File: src/hw/rtl/pwdo_pkg.sv
`timescale 1ns / 1ps
package pwdo_pkg;

  localparam int unsigned KIND_W   = 2;
  localparam int unsigned SLOT_W   = 11;
  localparam int unsigned DATA_W   = 64;
  localparam int unsigned PA_W     = 52;
  localparam int unsigned OFS_W    = 63;
  localparam int unsigned VA_W     = 32;
  localparam int unsigned LEFT_W   = 23;
  localparam int unsigned STAT_W   = 3;
  localparam int unsigned CNT_W    = 5;
  localparam int unsigned CFG_IDX_W = 2;

  localparam logic [KIND_W-1:0] KIND_LOAD_DIR = 2'd0;
  localparam logic [KIND_W-1:0] KIND_LOAD_SEG = 2'd1;
  localparam logic [KIND_W-1:0] KIND_XLATE    = 2'd2;
  localparam logic [KIND_W-1:0] KIND_ENTRY    = 2'd3;

  localparam logic [STAT_W-1:0] ST_OK          = 3'd0;
  localparam logic [STAT_W-1:0] ST_DIR_INVALID = 3'd1;
  localparam logic [STAT_W-1:0] ST_ENT_INVALID = 3'd2;
  localparam logic [STAT_W-1:0] ST_ENT_NO_DUMP = 3'd3;
  localparam logic [STAT_W-1:0] ST_ADDR_NO_DUMP = 3'd4;

  localparam logic [CFG_IDX_W-1:0] CFG_PAE     = 2'd0;
  localparam logic [CFG_IDX_W-1:0] CFG_RAW     = 2'd1;
  localparam logic [CFG_IDX_W-1:0] CFG_DIR_PRES = 2'd2;
  localparam logic [CFG_IDX_W-1:0] CFG_SEG_CNT = 2'd3;

  // Commands from the controller to the datapath.
  typedef struct packed {
    logic dir_read;   // read directory for the held virtual address
    logic eval;       // resolve the held item into a physical address
    logic seg_step;   // look at one segment entry
    logic emit;       // latch the result into the output register
  } pwdo_cmd_t;

  // Status from the datapath to the controller.
  typedef struct packed {
    logic need_search; // a physical address must go through the segment table
    logic search_done; // the search found a hit or ran out
  } pwdo_stat_t;

endpackage

File: src/hw/rtl/pwdo_ctrl.sv
`timescale 1ns / 1ps
module pwdo_ctrl (
  input  logic                 clk,
  input  logic                 rst_n,
  input  logic                 start,
  input  logic [1:0]           start_kind,
  input  logic                 out_busy,
  input  pwdo_pkg::pwdo_stat_t stat,
  output pwdo_pkg::pwdo_cmd_t  cmd,
  output logic                 idle
);
  import pwdo_pkg::*;

  typedef enum logic [2:0] {S_IDLE, S_DIR, S_EVAL, S_SEARCH, S_EMIT} state_t;

  state_t state_r, state_nxt;

  always_comb begin
    state_nxt = state_r;
    cmd = '0;
    case (state_r)
      S_IDLE: begin
        if (start) begin
          if (start_kind == KIND_XLATE) state_nxt = S_DIR;
          else if (start_kind == KIND_ENTRY) state_nxt = S_EVAL;
        end
      end
      S_DIR: begin
        cmd.dir_read = 1'b1;
        state_nxt = S_EVAL;
      end
      S_EVAL: begin
        cmd.eval = 1'b1;
        state_nxt = S_SEARCH;
      end
      S_SEARCH: begin
        if (!stat.need_search || stat.search_done) begin
          state_nxt = S_EMIT;
        end else begin
          cmd.seg_step = 1'b1;
        end
      end
      S_EMIT: begin
        if (!out_busy) begin
          cmd.emit = 1'b1;
          state_nxt = S_IDLE;
        end
      end
      default: state_nxt = S_IDLE;
    endcase
  end

  assign idle = (state_r == S_IDLE);

  always_ff @(posedge clk) begin
    if (!rst_n) begin
      state_r <= S_IDLE;
    end else begin
      state_r <= state_nxt;
    end
  end

endmodule

File: config.mk
export PLATFORM = sky130hd
export DESIGN_NAME = pwdo_ctrl
export DESIGN_NICKNAME = d
export VERILOG_FILES = /design/src/hw/rtl/pwdo_pkg.sv /design/src/hw/rtl/pwdo_ctrl.sv
export SDC_FILE = /design/constraint.sdc
export NUM_CORES = 1
export LEC_CHECK = 0
export BUFFER_PORTS_ARGS = -buffer_cell sky130_fd_sc_hd__buf_2
export CELL_PAD_IN_SITES_DETAIL_PLACEMENT = 1
export CELL_PAD_IN_SITES_GLOBAL_PLACEMENT = 2
export CORE_AREA = 2 2 39 41
export DETAILED_ROUTE_END_ITERATION = 8
export DIE_AREA = 0 0 41 43
export PLACE_DENSITY_LB_ADDON = 0.25
export SETUP_SLACK_MARGIN = 0.2
export SLEW_MARGIN = 10
export SYNTH_ARGS = -nofsm -noshare
export SYNTH_HDL_FRONTEND = slang
export SYNTH_SLANG_ARGS = --single-unit
export TNS_END_PERCENT = 50
File: constraint.sdc
create_clock -name clk -period 2.1 [get_ports clk]
set_clock_uncertainty 0.05 [all_clocks]
set_input_delay 0.105 -clock clk [delete_from_list [all_inputs] [get_ports clk]]
set_output_delay 0.105 -clock clk [all_outputs]
set_load 0.1 [all_outputs]
; After elaboration in Yosys (flattened, before gate mapping)
; Cells that the tools add are included.
[word_totals]
ff_bits = 3
input_bits = 8
elab_cells = 27
output_inout_bits = 5
[classes]
n_reduce_logical = 4
mux = 12
n_eq_ne = 10
[op_table]
columns = operator, count
row1 = $mux 3, 5
row2 = $pmux 3 s5, 1
row3 = $eq 3x2->1 const B, 2
row4 = $mux 1, 6
row5 = $ne 2x2->1 const B, 3
row6 = $eq 2x2->1 const B, 2
row7 = $reduce_and 4->1, 1
row8 = $eq 3x1->1 const B, 1
row9 = $eq 3x3->1 const B, 1
row10 = $logic_not 3->1, 1
row11 = $ne 3x1->1 const B, 1
row12 = $logic_not 1->1, 1
row13 = $logic_or 1x1->1, 1

; Depth between registers and ports, before layout
[logic_depth]
ltp_word = 5
mapped_depth = 4

; Least setup slack after synthesis
; OpenSTA, ideal clock, no wires.
[synth_timing]
path_type = register to output
start = register state_r[0]
end = output cmd[3] (netlist name)
t_arrival_ns = 2.628
required_time_ns = 1.945
n_path_buf = 1
stages_incl_launch_ff = 3
slack_ns = -0.683
cell_sequence = dfxtp_1 buf_6 nor3b_1
[synth_rtl]
columns = element, line_no
row1 = from (decl), pwdo_ctrl.sv:16  ; state_t state_r, state_nxt;
row2 = from (signal assigned), pwdo_ctrl.sv:59  ; state_r <= state_nxt;
row3 = to (decl), pwdo_ctrl.sv:9  ; output pwdo_pkg::pwdo_cmd_t cmd,

==> implementation parameters <==
Parameter                              Value

Place
  Post-placement worst setup slack    roughly 0.59 ns
  HPWL reported at the end of detailed placement    407.3 um
  Global placer's final weighted congestion    around 0.73
  Post-detailed-placement cell area    around 280 um2
  Number of port buffers    12

Critical path
  Maximum fanout along the worst path    9
  Type of the worst setup path    flip-flop to primary output
  Reg2Reg Capture Point    state_r[2]
  Arrival time worst endpoint    around 1.6 ns
  FF-to-FF setup slack    0.88 ns
  Cells traversed along the worst timing path    nand3b_4 -> or2_4 -> inv_1 -> buf_2
  R2r worst-path depth    3
  Critical-path cell with the highest stage delay    sky130_fd_sc_hd__dfxtp_1
  Crit path largest cell delay    0.54 ns
  Crit path launch type    flip-flop
  Reg2Reg Launch Point    state_r[1]
  Category of the worst setup path capture point    primary output
  Required @ worst endpoint    approximately 2 ns

GRT
  Aggregate global routing overflow    0
  Vias in the first global route    about 220
  Maximum number of pins on one net before global-route repair    10
  First-pass GRT wire length    890 um
  GRT Overall Usage    under 10%
  Number of antenna violations at the first check in global routing    0

Cells and area
  Most frequent cells in the layout    sky130_fd_sc_hd__buf_2, sky130_fd_sc_hd__clkbuf_4, sky130_fd_sc_hd__dfxtp_1
  Area growth from synthesis to layout    40.11%
  Fin area    roughly 310 um2
  Share of final-layout standard cells stronger than drive strength 1    about half
  Number of flip-flops in the largest register    3
  Most frequent standard cell in the layout excluding fill and tap cells    sky130_fd_sc_hd__buf_2
  Regs by FF count    state_r (3)
  Post-layout utilization of the core    between 20% and 30%
  # diodes    0
  Reg with most FFs    state_r
  Final Net Count    46

Floorplanning
  Horizontal die dimension    a little over 40 um
  Die area    1763 um2
  Boundary Pins    13
  Die H    43 um
  Placement row count    14
  Initial Util    between 15 and 20%
  Placeable core region    between 1000 and 1500 um2

Drt
  Violation count after the first detailed-routing iteration    2
  Routed WL per cell    approximately 10 um
  Total number of vias    220
  Routed wire length    approximately 530 um
  DRC violation count after routing    0
  Drt via density    slightly above 4
  Antenna violation net count after detailed routing    0
  Pre-antenna DRT Iters    2

Synth
  Post-Synth Adder-Cell Area    0%
  Top FF cell, synth    sky130_fd_sc_hd__dfxtp_1
  Post-synthesis average cell area    around 9.6 um2
  Number of warning messages in the yosys log    0
  Post-Synthesis Cell Area    approximately 220 um2
  Distinct cell type count after synthesis    20
  Simple-gate portion of the synthesized area    just under 50%
  Cell taking the most area after synthesis    sky130_fd_sc_hd__dfxtp_1
  Share of the yosys chip area belonging to registers    27.12%
  Syn Nets    31
  Largest cells by area after synthesis    sky130_fd_sc_hd__dfxtp_1, sky130_fd_sc_hd__buf_6, sky130_fd_sc_hd__nand3b_4
  EDFF count, synth    0
  Fraction of synthesized area in multiplexers    0%
  Share of the synthesized area in compound gates (AO/OA/AOI/OAI)    about an eighth
  Commonest cells in the synthesized netlist    sky130_fd_sc_hd__dfxtp_1, sky130_fd_sc_hd__buf_6
  Share of the synthesized netlist area taken by xor and xnor gates    0%
  Post-synth ARST share    0%
  Largest family of logic cells by synthesized area    simple AND/OR/NAND/NOR gates
  Share of the synthesized area in the top cell type    between 20% and 30%
  Number of storage elements in the synthesis netlist    3
  Top-count cell post-synth    sky130_fd_sc_hd__dfxtp_1
  Number of instances in the synthesized netlist    23

Clocking
  Clock tree from TritonCTS    done
  Sink count of the clock tree    3
  Clock Path Buffers    2
  Number of buffers added by the clock tree synthesis step    3
  Total setup buffers inserted after CTS    0
  Number of hold-repair buffers added at the cts stage    0
  Worst-path clk slew    0.04 ns
  Source-to-sink clock delay at the later pin of the worst-skew pair    0.23 ns
  Root cell of the clock tree    sky130_fd_sc_hd__clkbuf_4
  Number of H-tree branching levels    1
  Count of cells resized by post-cts repair    0

Job
  Max-cap violation count    0

Timing
  Post-route worst setup slack    roughly 0.35 ns
  Total negative slack for setup checks    0 ns
  Worst slew slack as a fraction of its limit    just under 70%
  Share of the clock period used by the worst path after layout    between 80% and 90%
  Setup repair after global routing missed its margin    false
  Min Clock Period, post-route    approximately 1.7 ns
  Setup violators final    0
  Max Slew Vio Count    0
  Measured slew at the worst slew-check pin    0.4850 ns
  Maximum frequency from static timing analysis    571.9 MHz
  Final number of hold-violating endpoints    0

Power and ir drop
  Overall Power    about 0.00026 W
  Leakage    0.1749 nW
  Maximum vdd drop    about 0.15 mV
  Power Density    ~850 nW/um2

Worst hold path
  Hold Path Sink    state_r[2]
  Cell depth of the worst min-delay path    2
  Hold Path Origin    rst_n
  Class of the tightest hold or removal check    input pin to flip-flop

Outcome
  Result of the run    finished, final reports clean
==> area by class of cell <==
type	instances	area [um2]
repair buffers	12	60.06
well taps	16	20.02
flip-flops and latches	3	60.06
fillers	174	1074
multi-input cells	17	140.1
inverters	1	3.754
clock buffers	4	26.28
==> power by group <==
group | internal (W) | switching [W] | leakage (nW)
combinational | 0.0000204 | 0.0000669 | 0.135
sequential | 0.0000616 | 0.0000119 | 0.0246
clock | 0.0000713 | 0.0000316 | 0.0150
==> worst max-delay path, delay by kind of cell, from the launching register on <==
kind | cells | cell delay, ns
buffers and inverters | 2 | 0.46
flip-flops | 1 | 0.54
AND/OR/NAND/NOR | 2 | 0.36
==> kinds of logic after synthesis <==
group                  after synthesis
DFF                                  3
AOI/OAI and AO/OA                    4
and+or+nand+nor                     13
buffers and inverters                3
==> stage by stage <==
step,hold WS (ns),instances
2_1_floorplan,0.2009,23
3_3_place_gp,0.3117,49
3_5_place_dp,0.3195,49
4_1_cts,0.07305,53
5_1_grt,0.09500,53
6_report,0.07601,53
==> worst max path at each step <==
stage	start	endpoint	slack (ns)	cells after the start
2_1_floorplan	state_r[0]	idle	-0.54	2
3_3_place_gp	state_r[1]	cmd[1]	0.60	4
3_5_place_dp	state_r[1]	cmd[1]	0.59	4
4_1_cts	state_r[1]	cmd[1]	0.33	4
5_1_grt	state_r[1]	cmd[1]	0.26	4
6_report	state_r[1]	cmd[1]	0.35	4
==> per-layer routing <==
layer | routed length, um | vias to the layer above | track usage (%)
met4 | 39 | 0 | 12.00
met2 | 240 | 11 | 10.31
met1 | 214 | 95 | 9.554
met5 | 0 | - | 0
met3 | 35 | 4 | 0
li1 | - | 110 | -
(Power assumes the default switching activity.)
